===== config.mk =====
export PLATFORM = sky130hd
export DESIGN_NAME = ed3g_kernel
export DESIGN_NICKNAME = d
export VERILOG_FILES = /design/src/rtl/core/ed3g_pkg.sv /design/src/rtl/core/ed3g_kernel.sv
export SDC_FILE = /design/constraint.sdc
export NUM_CORES = 1
export LEC_CHECK = 0
export ABC_AREA = 1
export BUFFER_PORTS_ARGS = -buffer_cell sky130_fd_sc_hd__clkbuf_2
export CELL_PAD_IN_SITES_DETAIL_PLACEMENT = 1
export CELL_PAD_IN_SITES_GLOBAL_PLACEMENT = 1
export CORE_AREA = 2 2 158 160
export DETAILED_ROUTE_END_ITERATION = 6
export DIE_AREA = 0 0 160 162
export PLACE_DENSITY = 0.94
export SYNTH_ARGS = -nofsm -noshare
export SYNTH_HDL_FRONTEND = slang
export SYNTH_SLANG_ARGS = --single-unit
export TNS_END_PERCENT = 10

===== constraint.sdc =====
create_clock -name clk -period 13.9 [get_ports clk]
set_clock_uncertainty 0.1 [all_clocks]
set_input_delay 1.39 -clock clk [delete_from_list [all_inputs] [get_ports clk]]
set_output_delay 1.39 -clock clk [all_outputs]
set_load 0.05 [all_outputs]

===== src/rtl/core/ed3g_pkg.sv =====
// Shared types, constants and helpers for the 3x3 gray edge detector.
// No dependencies; used by scoped name in every rtl/core file except ed3g_ram.
`default_nettype none

package ed3g_pkg;

  localparam int PIX_W     = 24;
  localparam int CH_W      = 8;
  localparam int COL_W     = 11;
  localparam int ROW_W     = 12;
  localparam int GRAY_W    = 8;
  localparam int TDATA_W   = 32;
  localparam int IN_TDATA_W = 24;

  localparam int CFG_AW    = 2;
  localparam int CFG_DW    = 13;

  localparam int DEF_MAX_WIDTH  = 2048;
  localparam int DEF_MAX_HEIGHT = 4096;
  localparam int DEF_WIDTH      = 640;
  localparam int DEF_HEIGHT     = 480;
  localparam int DEF_THRESHOLD  = 150;
  localparam int MIN_DIM        = 3;

  // ceil(2^16 / 3): exact floor division by 3 for magnitudes below 2^15
  localparam int RECIP3   = 21846;
  localparam int WHITE    = 255;

  // result queue: one entry per pixel that produces results
  localparam int QDEPTH   = 8;
  localparam int QAW      = 3;

  typedef enum logic [CFG_AW-1:0] {
    REG_IMAGE_WIDTH  = 2'd0,
    REG_IMAGE_HEIGHT = 2'd1,
    REG_THRESHOLD    = 2'd2
  } ed3g_reg_t;

  typedef logic [PIX_W-1:0] ed3g_pix_t;
  typedef logic [8:0][PIX_W-1:0] ed3g_win_t;

  // emit[0]: pixel (col-1,row-1); emit[1]: (col,row-1), right border;
  // emit[2]: (col,row), bottom border. inner: emit[0] is an inner pixel.
  typedef struct packed {
    logic [COL_W-1:0] col;
    logic [ROW_W-1:0] row;
    logic [2:0]       emit;
    logic             inner;
  } ed3g_meta_t;

  typedef struct packed {
    ed3g_meta_t        meta;
    logic [GRAY_W-1:0] gray;
  } ed3g_res_t;

  function automatic int clamp_dim(int v, int hi);
    int r;
    r = v;
    if (v < MIN_DIM) r = MIN_DIM;
    else if (v > hi) r = hi;
    return r;
  endfunction

endpackage

`default_nettype wire


===== src/rtl/core/ed3g_kernel.sv =====
// Kernel arithmetic: 16/-2 weighted sum over the window, divide by 3, threshold.
// Depends on ed3g_pkg.
`default_nettype none

module ed3g_kernel (
  input  wire logic                      clk,
  input  wire logic                      rst_n,
  input  wire logic                      in_valid,
  input  wire ed3g_pkg::ed3g_win_t       win,
  input  wire ed3g_pkg::ed3g_meta_t      meta,
  input  wire logic [ed3g_pkg::CH_W-1:0] thr,
  output logic                           res_valid,
  output ed3g_pkg::ed3g_res_t            res
);

  localparam int GW = ed3g_pkg::GRAY_W;

  logic [8:0][9:0]      ct;
  logic [12:0]          nsum;
  logic [13:0]          c16;
  logic [13:0]          n2;
  logic signed [14:0]   diff;
  logic signed [14:0]   diff_r;
  logic                 v3_r;
  ed3g_pkg::ed3g_meta_t meta3_r;
  logic [29:0]          prod;
  logic [13:0]          q;
  logic [GW-1:0]        gray;

  always_comb begin
    for (int k = 0; k < 9; k++) begin
      ct[k] = 10'(win[k][7:0]) + 10'(win[k][15:8]) + 10'(win[k][23:16]);
    end
    nsum = 13'(ct[0]) + 13'(ct[1]) + 13'(ct[2]) + 13'(ct[3])
         + 13'(ct[5]) + 13'(ct[6]) + 13'(ct[7]) + 13'(ct[8]);
    c16  = {ct[4], 4'b0};
    n2   = {nsum, 1'b0};
    diff = $signed({1'b0, c16}) - $signed({1'b0, n2});
  end

  always_ff @(posedge clk) begin
    if (!rst_n) begin
      v3_r <= 1'b0;
    end else begin
      v3_r <= in_valid;
    end
  end

  always_ff @(posedge clk) begin
    diff_r  <= diff;
    meta3_r <= meta;
  end

  // A negative sum gives a mean of zero or below, which maps to 0 either way,
  // so only the magnitude of a non-negative sum is divided.
  always_comb begin
    prod = 30'(diff_r[13:0]) * 30'(ed3g_pkg::RECIP3);
    q    = prod[29:16];
    if (!meta3_r.inner || diff_r[14]) begin
      gray = '0;
    end else if (q > {6'b0, thr}) begin
      gray = GW'(ed3g_pkg::WHITE);
    end else begin
      gray = q[GW-1:0];
    end
  end

  assign res_valid = v3_r;
  assign res.meta  = meta3_r;
  assign res.gray  = gray;

endmodule

`default_nettype wire


==> flow_summary_export.csv <==
group,metric,value,unit
yosys,synth_fp_nets,1778,
detailed_routing,initialDrtViolationCount,288,
clock_tree,postCtsSetupBuffers,0,
yosys,yosysSeqAreaShare,8.05,%
global_route,gr-usage-met2,54.2,%
yosys,ys_types,26,
global_route,grt_busiest_layer,"met2",
sta,setup_tns,0,ns
detailed_routing,wl_per_cell,18.9,um
setup_path,cp.required,12.41,ns
global_route,grt_first_pass_wirelength,54700,um
detailed_routing,routed_wl,33500,um
yosys,synth_area,10400,um2
detailed_routing,antenna_left,0,
sta,grt_setup_unrepaired,"false",
global_route,antenna_found_initial,1,
status,status,"completed",
global_route,grt_use_met3,3.73,%
sta,slew_violations,0,
yosys,synthFlopType,"dfxtp_1",
sta,finalCritPeriodShare,59.4,%
die,start_util,43.3,%
detailed_routing,vias,8763,
sta,fmax,0.121,GHz
placed_design,place_ws,5.46,ns
finish,drive_above_1_share,22.1,%
finish,layout_common_cells,"inv_1 (405), clkbuf_2 (289), fa_1 (232), ha_1 (141), nand2_1 (136)",
die,die_area,25900,um2
sta,hold-worst-slack,1.09,ns
placed_design,place_hpwl,32000,um
finish,seqCellArea,841,um2
setup_path,worstPathMaxFanout,8,
finish,nets,2074,
setup_path,path_class,"reg2out",
setup_path,cp-start-kind,"flop",
sta,hold_viol,0,
sta,fin_ws,5.64,ns
global_route,grt_overflow_total,0,
yosys,synthCells,1151,
die,io_pins,290,
clock_tree,clkTransAtPathRegs,0.07,ns
yosys,synthArstFlopShare,0,%
hold_path,hold_class,"in2reg",
placed_design,portBuffers,289,
global_route,grt_pass1_vias,10900,
die,core,24100,um2
flow_run,cap_violations,0,
yosys,ys_ff_latch,42,
clock_tree,h-tree-depth,2,
die,die_h,162,um
die,fp.dieW,160,um
finish,n_fill_cell,3000,
clock_tree,cts_buffers,5,
sta,worstMarginPinSlew,0.423,ns
finish,area_growth_syn_to_layout,19.1,%
setup_path,critPathArrivalTime,6.77,ns
sta,fin_crit,8.26,ns
clock_tree,clockBufferDepth,2,
global_route,track_usage,27.3,%
clock_tree,clock-sinks,42,
global_route,grt.met1_usage,27.5,%
finish,final_common_cell,"inv_1",
yosys,syn_area_per_cell,9.08,um2
global_route,grt_start_max_net_pins,14,
placed_design,place.gp.congestion,0.908,
yosys,ys_warn_count,0,
sta,setup_viol,0,
sta,slew-limit-headroom,71.5,%
detailed_routing,firstDrtPassIters,4,
placed_design,dp.cells,1764,
finish,multiInputGateArea,8080,um2
clock_tree,cts_hold_buf,0,
setup_path,worstSetupEndpointType,"output port",
die,fp-row-count,57,
detailed_routing,drc,0,
clock_tree,cts_tree,"yes",
finish,instances_no_fill,1773,
clock_tree,cts_resized,0,
yosys,synth-edff-count,0,
detailed_routing,via_per_inst,4.94,
clock_tree,cts-root-buf,"clkbuf_16",
-- sequential cells by signal (all words and copies together), names as in the netlist --
register and flops:
diff_r 14, res_valid 1, res 27
-- synthesized netlist by cell type (all sizes together) (4+ instances only) --
cell type / instances / area [um2]
nand3: 23 / 120
nand2: 144 / 561
dfxtp: 42 / 841
a21oi: 54 / 278
nand4: 5 / 31.3
inv: 406 / 1520
fa: 232 / 4640
xor2: 23 / 201
o21bai: 7 / 56.3
nor2: 42 / 203
a21o: 4 / 30.0
o21ai: 12 / 60.1
xnor2: 11 / 96.3
ha: 141 / 1760
-- path summary, 6_finish.rpt --
| path | startpoint | end | slack (ns) | depth (start not counted) |
|---|---|---|---|---|
| min | meta[22] | res[30]$_DFF_P_ | 1.09 | 1 |
| max | diff_r[8]$_DFF_P_ | res[2] | 5.64 | 27 |
-- metal layers --
metal / up-vias / routed length, um
li1: 3916 / -
met5: - / 0
met1: 4412 / 11500
met2: 310 / 18800
met4: 0 / 1940
met3: 125 / 1240
-- logic make-up (layout without fill, tap and decap cells) --
| kind of cell | Yosys count | after routing | share of synthesized area, % |
|---|---|---|---|
| buffers and inverters | 406 | 703 | 14.6 |
| adders and majority gates | 373 | 373 | 61.3 |
| and+or+nand+nor | 215 | 215 | 8.80 |
| AOI/OAI and AO/OA | 81 | 81 | 4.36 |
| DFF | 42 | 42 | 8.05 |
| xor gates and xnor gates | 34 | 34 | 2.85 |
| other | 0 | 1 | 0 |
-- worst max-delay path: stages (launching register included) --
cell	delay (ns)
dfxtp_1	0.48
ha_1	0.33
ha_1	0.38
inv_1	0.08
fa_1	0.59
fa_1	0.58
fa_1	0.54
fa_1	0.54
inv_1	0.06
ha_1	0.32
nand2_1	0.14
nor2_4	0.18
nand3_1	0.11
a21oi_1	0.14
nor2_1	0.11
o21bai_2	0.13
xnor2_1	0.17
inv_1	0.07
ha_1	0.31
a21oi_1	0.15
nand2_1	0.08
a21oi_1	0.15
a21oi_1	0.10
nor2_2	0.12
nand2_2	0.06
nor2_4	0.19
a21oi_1	0.10
clkbuf_2	0.26
-- stage by stage --
stage,instance area [um2],util (%)
finish,12400,51.6
global route,12400,51.6
global placement,12300,51.0
detailed placement,12300,51.0
floorplan,10400,-
CTS,12400,51.6
-- layout make-up --
cell class | count | area share [%]
multi-input combinational | 703 | 64.9
inverter | 406 | 12.2
timing repair buffer | 289 | 11.6
sequential | 42 | 6.76
tap | 324 | 3.26
clock buffer | 6 | 1.04
clock inverter | 2 | 0.111
antenna | 1 | 0.0201
Power is left out: the tool's default activity adds up to more than one toggle a clock period on the data nets, which glitch-free logic cannot reach.
