--- config.mk ---
export PLATFORM = sky130hd
export DESIGN_NAME = ed3g_outq
export DESIGN_NICKNAME = d
export VERILOG_FILES = /design/src/rtl/core/ed3g_pkg.sv /design/src/rtl/core/ed3g_outq.sv
export SDC_FILE = /design/constraint.sdc
export NUM_CORES = 1
export LEC_CHECK = 0
export BUFFER_PORTS_ARGS = -buffer_cell sky130_fd_sc_hd__buf_2
export CAP_MARGIN = 30
export CORE_ASPECT_RATIO = 0.5
export CORE_MARGIN = 2
export CORE_UTILIZATION = 54
export CTS_BUF_LIST = sky130_fd_sc_hd__clkbuf_16
export CTS_CLUSTER_SIZE = 8
export DETAILED_ROUTE_END_ITERATION = 10
export PLACE_DENSITY = 0.75
export SLEW_MARGIN = 5
export SYNTH_ARGS = -nofsm -noshare
export SYNTH_HDL_FRONTEND = slang
export SYNTH_SLANG_ARGS = --single-unit
--- constraint.sdc ---
create_clock -name clk -period 3.5 [get_ports clk]
set_input_delay 0.35 -clock clk [delete_from_list [all_inputs] [get_ports clk]]
set_output_delay 0.35 -clock clk [all_outputs]
set_load 0.1 [all_outputs]
--- src/rtl/core/ed3g_pkg.sv ---
// Shared types, constants and helpers for the 3x3 gray edge detector.
// No dependencies; used by scoped name in every rtl/core file except ed3g_ram.
`default_nettype none

package ed3g_pkg;

  localparam int PIX_W     = 24;
  localparam int CH_W      = 8;
  localparam int COL_W     = 11;
  localparam int ROW_W     = 12;
  localparam int GRAY_W    = 8;
  localparam int TDATA_W   = 32;
  localparam int IN_TDATA_W = 24;

  localparam int CFG_AW    = 2;
  localparam int CFG_DW    = 13;

  localparam int DEF_MAX_WIDTH  = 2048;
  localparam int DEF_MAX_HEIGHT = 4096;
  localparam int DEF_WIDTH      = 640;
  localparam int DEF_HEIGHT     = 480;
  localparam int DEF_THRESHOLD  = 150;
  localparam int MIN_DIM        = 3;

  // ceil(2^16 / 3): exact floor division by 3 for magnitudes below 2^15
  localparam int RECIP3   = 21846;
  localparam int WHITE    = 255;

  // result queue: one entry per pixel that produces results
  localparam int QDEPTH   = 8;
  localparam int QAW      = 3;

  typedef enum logic [CFG_AW-1:0] {
    REG_IMAGE_WIDTH  = 2'd0,
    REG_IMAGE_HEIGHT = 2'd1,
    REG_THRESHOLD    = 2'd2
  } ed3g_reg_t;

  typedef logic [PIX_W-1:0] ed3g_pix_t;
  typedef logic [8:0][PIX_W-1:0] ed3g_win_t;

  // emit[0]: pixel (col-1,row-1); emit[1]: (col,row-1), right border;
  // emit[2]: (col,row), bottom border. inner: emit[0] is an inner pixel.
  typedef struct packed {
    logic [COL_W-1:0] col;
    logic [ROW_W-1:0] row;
    logic [2:0]       emit;
    logic             inner;
  } ed3g_meta_t;

  typedef struct packed {
    ed3g_meta_t        meta;
    logic [GRAY_W-1:0] gray;
  } ed3g_res_t;

  function automatic int clamp_dim(int v, int hi);
    int r;
    r = v;
    if (v < MIN_DIM) r = MIN_DIM;
    else if (v > hi) r = hi;
    return r;
  endfunction

endpackage

`default_nettype wire

--- src/rtl/core/ed3g_outq.sv ---
// Result queue: one entry per pixel with results, unpacked into 1-3 output transactions.
// Depends on ed3g_pkg.
`default_nettype none

module ed3g_outq (
  input  wire logic                              clk,
  input  wire logic                              rst_n,
  input  wire logic                              wr_valid,
  input  wire ed3g_pkg::ed3g_res_t               wr_res,
  output logic [ed3g_pkg::QAW:0]                 count,
  output logic                                   out_tvalid,
  input  wire logic                              out_tready,
  output logic [ed3g_pkg::TDATA_W-1:0]           out_tdata,
  output logic                                   out_tlast
);

  localparam int QAW = ed3g_pkg::QAW;
  localparam int COL_W = ed3g_pkg::COL_W;
  localparam int ROW_W = ed3g_pkg::ROW_W;
  localparam int GW = ed3g_pkg::GRAY_W;

  ed3g_pkg::ed3g_res_t q_r [ed3g_pkg::QDEPTH];
  logic [QAW-1:0]      wptr_r;
  logic [QAW-1:0]      rptr_r;
  logic [QAW:0]        cnt_r;
  logic [2:0]          used_r;
  ed3g_pkg::ed3g_res_t head;
  logic [2:0]          rem;
  logic [2:0]          pick;
  logic                push;
  logic                pop;
  logic                xfer;
  logic [COL_W-1:0]    col_o;
  logic [ROW_W-1:0]    row_o;
  logic [GW-1:0]       gray_o;

  assign head = q_r[rptr_r];
  assign rem  = head.meta.emit & ~used_r;

  always_comb begin
    pick = 3'b000;
    if (rem[0]) pick = 3'b001;
    else if (rem[1]) pick = 3'b010;
    else if (rem[2]) pick = 3'b100;
  end

  always_comb begin
    col_o  = pick[0] ? head.meta.col - COL_W'(1) : head.meta.col;
    row_o  = (pick[0] || pick[1]) ? head.meta.row - ROW_W'(1) : head.meta.row;
    gray_o = pick[0] ? head.gray : '0;
  end

  assign out_tvalid = (cnt_r != '0);
  assign out_tlast  = ((rem & ~pick) == 3'b000);
  assign out_tdata  = {1'b0, gray_o, row_o, col_o};

  assign xfer = out_tvalid && out_tready;
  assign pop  = xfer && out_tlast;
  // drop pixels that produce no result
  assign push = wr_valid && (wr_res.meta.emit != 3'b000);

  always_ff @(posedge clk) begin
    if (!rst_n) begin
      wptr_r <= '0;
      rptr_r <= '0;
      cnt_r  <= '0;
      used_r <= '0;
    end else begin
      if (push) wptr_r <= wptr_r + QAW'(1);
      if (pop)  rptr_r <= rptr_r + QAW'(1);
      case ({push, pop})
        2'b10:   cnt_r <= cnt_r + (QAW+1)'(1);
        2'b01:   cnt_r <= cnt_r - (QAW+1)'(1);
        default: cnt_r <= cnt_r;
      endcase
      if (pop) begin
        used_r <= '0;
      end else if (xfer) begin
        used_r <= used_r | pick;
      end
    end
  end

  always_ff @(posedge clk) begin
    if (push) begin
      q_r[wptr_r] <= wr_res;
    end
  end

  assign count = cnt_r;

endmodule

`default_nettype wire

==> results.json <==
{
  "portBuffers": 74,
  "synthFlopType": "edfxtp_1",
  "internal-power_uw": 7310,
  "seq_power_share": 0.355,
  "io_pins": 77,
  "drc": 0,
  "drt_iter0_drc": 773,
  "power_leakage_uw": 0.00501,
  "fin_setup_tns_ns": -0.132,
  "post-place-ws_ns": 0.133,
  "placed_cell_area_um2": 13200,
  "clockPowerShare": 0.316,
  "clock-sinks": 288,
  "synth_edf_count": 272,
  "period_share": 1.02,
  "syn_inst": 600,
  "layout_min_cycle_time_ns": 3.58,
  "timing.rr.end": "count[3]",
  "die_w_um": 212,
  "ir_drop_uv": 576,
  "drt-total-wl_mm": 29.0,
  "start_util": 0.546,
  "synthToLayoutAreaGrowth_pct": 27.4,
  "ys_seq_elements": 288,
  "synthArstFlopShare": 0,
  "status": "finished with violations",
  "r2r_cells": 12,
  "worst-setup-path-type": "flop to primary output",
  "setup_ws_ns": -0.0770,
  "drive_gt1_frac": 0.420,
  "rsz0062_at_grt": "true",
  "netlist.top_cell.by_area": "edfxtp_1",
  "first_pass_iters": 5,
  "synth_most_common_cell": "edfxtp_1",
  "slew_viol_final": 0,
  "cts_made_buffers": 41,
  "synthTopCellsByCount": "272 x edfxtp_1, 66 x mux4_2, 33 x mux2i_1",
  "reg2reg_slack_ns": 0.05,
  "power_frac_comb": 0.329,
  "finalSetupViolCount": 4,
  "clk_path_buf_depth": 3,
  "crit_fanout": 8,
  "whs_ns": 0.109,
  "synth_area_um2": 11700,
  "ys_warn_count": 0,
  "hp-class": "primary input to flop",
  "swShare": 0.343,
  "clkTransAtPathRegs_ns": 0.05,
  "cts_tree": "yes",
  "cts_root_buf": "clkbuf_16",
  "die_y_um": 108,
  "track_usage": 0.232,
  "hold_violations": 0,
  "clock_latency_ns": 0.50,
  "grt_pass1_wl_mm": 38.7,
  "fin_skew_ns": 0.0105,
  "grt_use_met3": 0.0485,
  "post_cts_hold_buffer_count": 0,
  "violations": "negative setup slack",
  "fp.coreArea_um2": 21500,
  "critPathRequiredTime_ns": 3.15,
  "layout.nets": 797,
  "final_cell_area_um2": 15000,
  "crit_arrival_ns": 3.23,
  "fin_cells": 1061,
  "htreeDepth": 2,
  "synth_top_area_frac": 0.696,
  "core.rowCount": 38,
  "ys_seq_area_frac": 0.723,
  "grt.busiest_layer": "met2",
  "synthesis.nets": 647,
  "die_area_um2": 23000,
  "drtAntennaViolNets": 0,
  "max_freq_mhz": 280,
  "grt_max_degree": 35,
  "syn_area_per_cell_um2": 19.6,
  "worstMarginPinSlew_ns": 0.750,
  "worstSetupEndpoint": "out_tdata[22]",
  "dpl.hpwl_mm": 14.2,
  "antenna_found_initial": 3,
  "power.density_nw_per_um2": 743,
  "routedWlPerCell_um": 27.3,
  "vias": 6600,
  "via_per_inst": 6.22,
  "p_switching_uw": 3810,
  "crit_path_start_kind": "flop",
  "drv_cap": 0,
  "grt_pass1_vias": 6614,
  "place_congestion": 0.746,
  "met2_usage": 0.386,
  "synth.distinct_cells": 58,
  "grt-ovfl-total": 0,
  "slew-limit-headroom": 0.499,
  "synthTopCellsByArea": "edfxtp_1 70%, mux4_2 13%, mux2i_1 2.8%, dfxtp_1 2.7%, xor2_1 1.1%",
  "grtUsageMet1": 0.318,
  "worstSetupEndpointType": "primary output",
  "dp.cells": 981
}
-- kinds of logic (layout without fill, tap and decap cells) --
family,after synthesis,in the layout,share of synthesized area
AOI/OAI and AO/OA,31,31,0.0195
buffers and inverters,34,193,0.0188
and+or+nand+nor,109,109,0.0505
xor gates and xnor gates,25,25,0.0187
muxes,103,103,0.159
other,1,3,0.000320
DFF,288,288,0.723
adders and majority gates,9,9,0.0101
-- routing by layer --
| metal | routed length [µm] | vias to the layer above |
|---|---|---|
| li1 | - | 2711 |
| met1 | 10900 | 3406 |
| met2 | 14600 | 411 |
| met3 | 2730 | 70 |
| met4 | 829 | 2 |
| met5 | 13 | - |
-- stage by stage --
stage,power [µW],util
global placement,7290,0.616
detailed placement,7320,0.616
CTS,10900,0.681
global route,11400,0.696
finish,11100,0.696
floorplan,6300,-
-- power groups by stage --
| stage | Clock [µW] | Sequential [µW] | Combinational [µW] |
|---|---|---|---|
| after floorplan | 0 | 4090 | 2210 |
| after global placement | 0 | 3990 | 3300 |
| after detailed placement | 0 | 4000 | 3330 |
| after CTS | 3490 | 3940 | 3450 |
| after global routing | 3680 | 3960 | 3770 |
| final | 3510 | 3950 | 3660 |
-- critical path: stages (launching register included) --
cell       delay [ns]
dfxtp_4          0.51
buf_16           0.18
buf_4            0.12
mux4_2           0.53
mux2i_4          0.20
buf_4            0.17
o2111ai_4        0.19
nor4_4           0.39
xnor2_2          0.20
buf_12           0.21
-- cell usage in the layout (no fill, tap or decap), drive strengths merged, types with 6 or more instances in the layout --
master and n:
nor4 7, inv 15, ha 7, buf 133, dfxtp 16, edfxtp 272, clkbuf 45, xor2 15
and2 7, xnor2 10, o21ai 8, mux4 66, nor2 29, a21oi 6, nand2b 8, nand2 23
nor3 13, mux2i 34
-- cell type report --
| class | count | area [µm²] |
|---|---|---|
| antenna | 2 | 5.00 |
| clock buffer | 43 | 1080 |
| clock inverter | 9 | 38.8 |
| fill | 1253 | 6540 |
| inverter | 6 | 22.5 |
| multi-input combinational | 278 | 3480 |
| sequential | 288 | 8500 |
| tap | 300 | 375 |
| timing repair buffer | 135 | 1460 |
-- what timing repair did --
item | in CTS | in global routing
setup buffers | 4 | 18
gates cloned | 3 | 2
endpoints found under the setup margin | 14 | 12
gates resized for setup | 25 | 28
pin swaps | 5 | 12
-- flip-flops by register name (all words and copies together), names as in the netlist, named ones only --
signal / cells
q_r: 272
count: 4
used_r: 3
rptr_r: 3
wptr_r: 3
-- worst min-delay path by stage --
stage / start / end / cells after the start
2_1_floorplan: rptr_r[2] / flop / 2
3_3_place_gp: rptr_r[2] / flop / 2
5_1_grt: wr_res[30] / q_r[1][30] / 1
6_report: wr_res[5] / q_r[1][5] / 1
3_5_place_dp: rptr_r[2] / flop / 2
4_1_cts: wr_res[12] / q_r[4][12] / 1
Power figures use the tool's default switching activity.
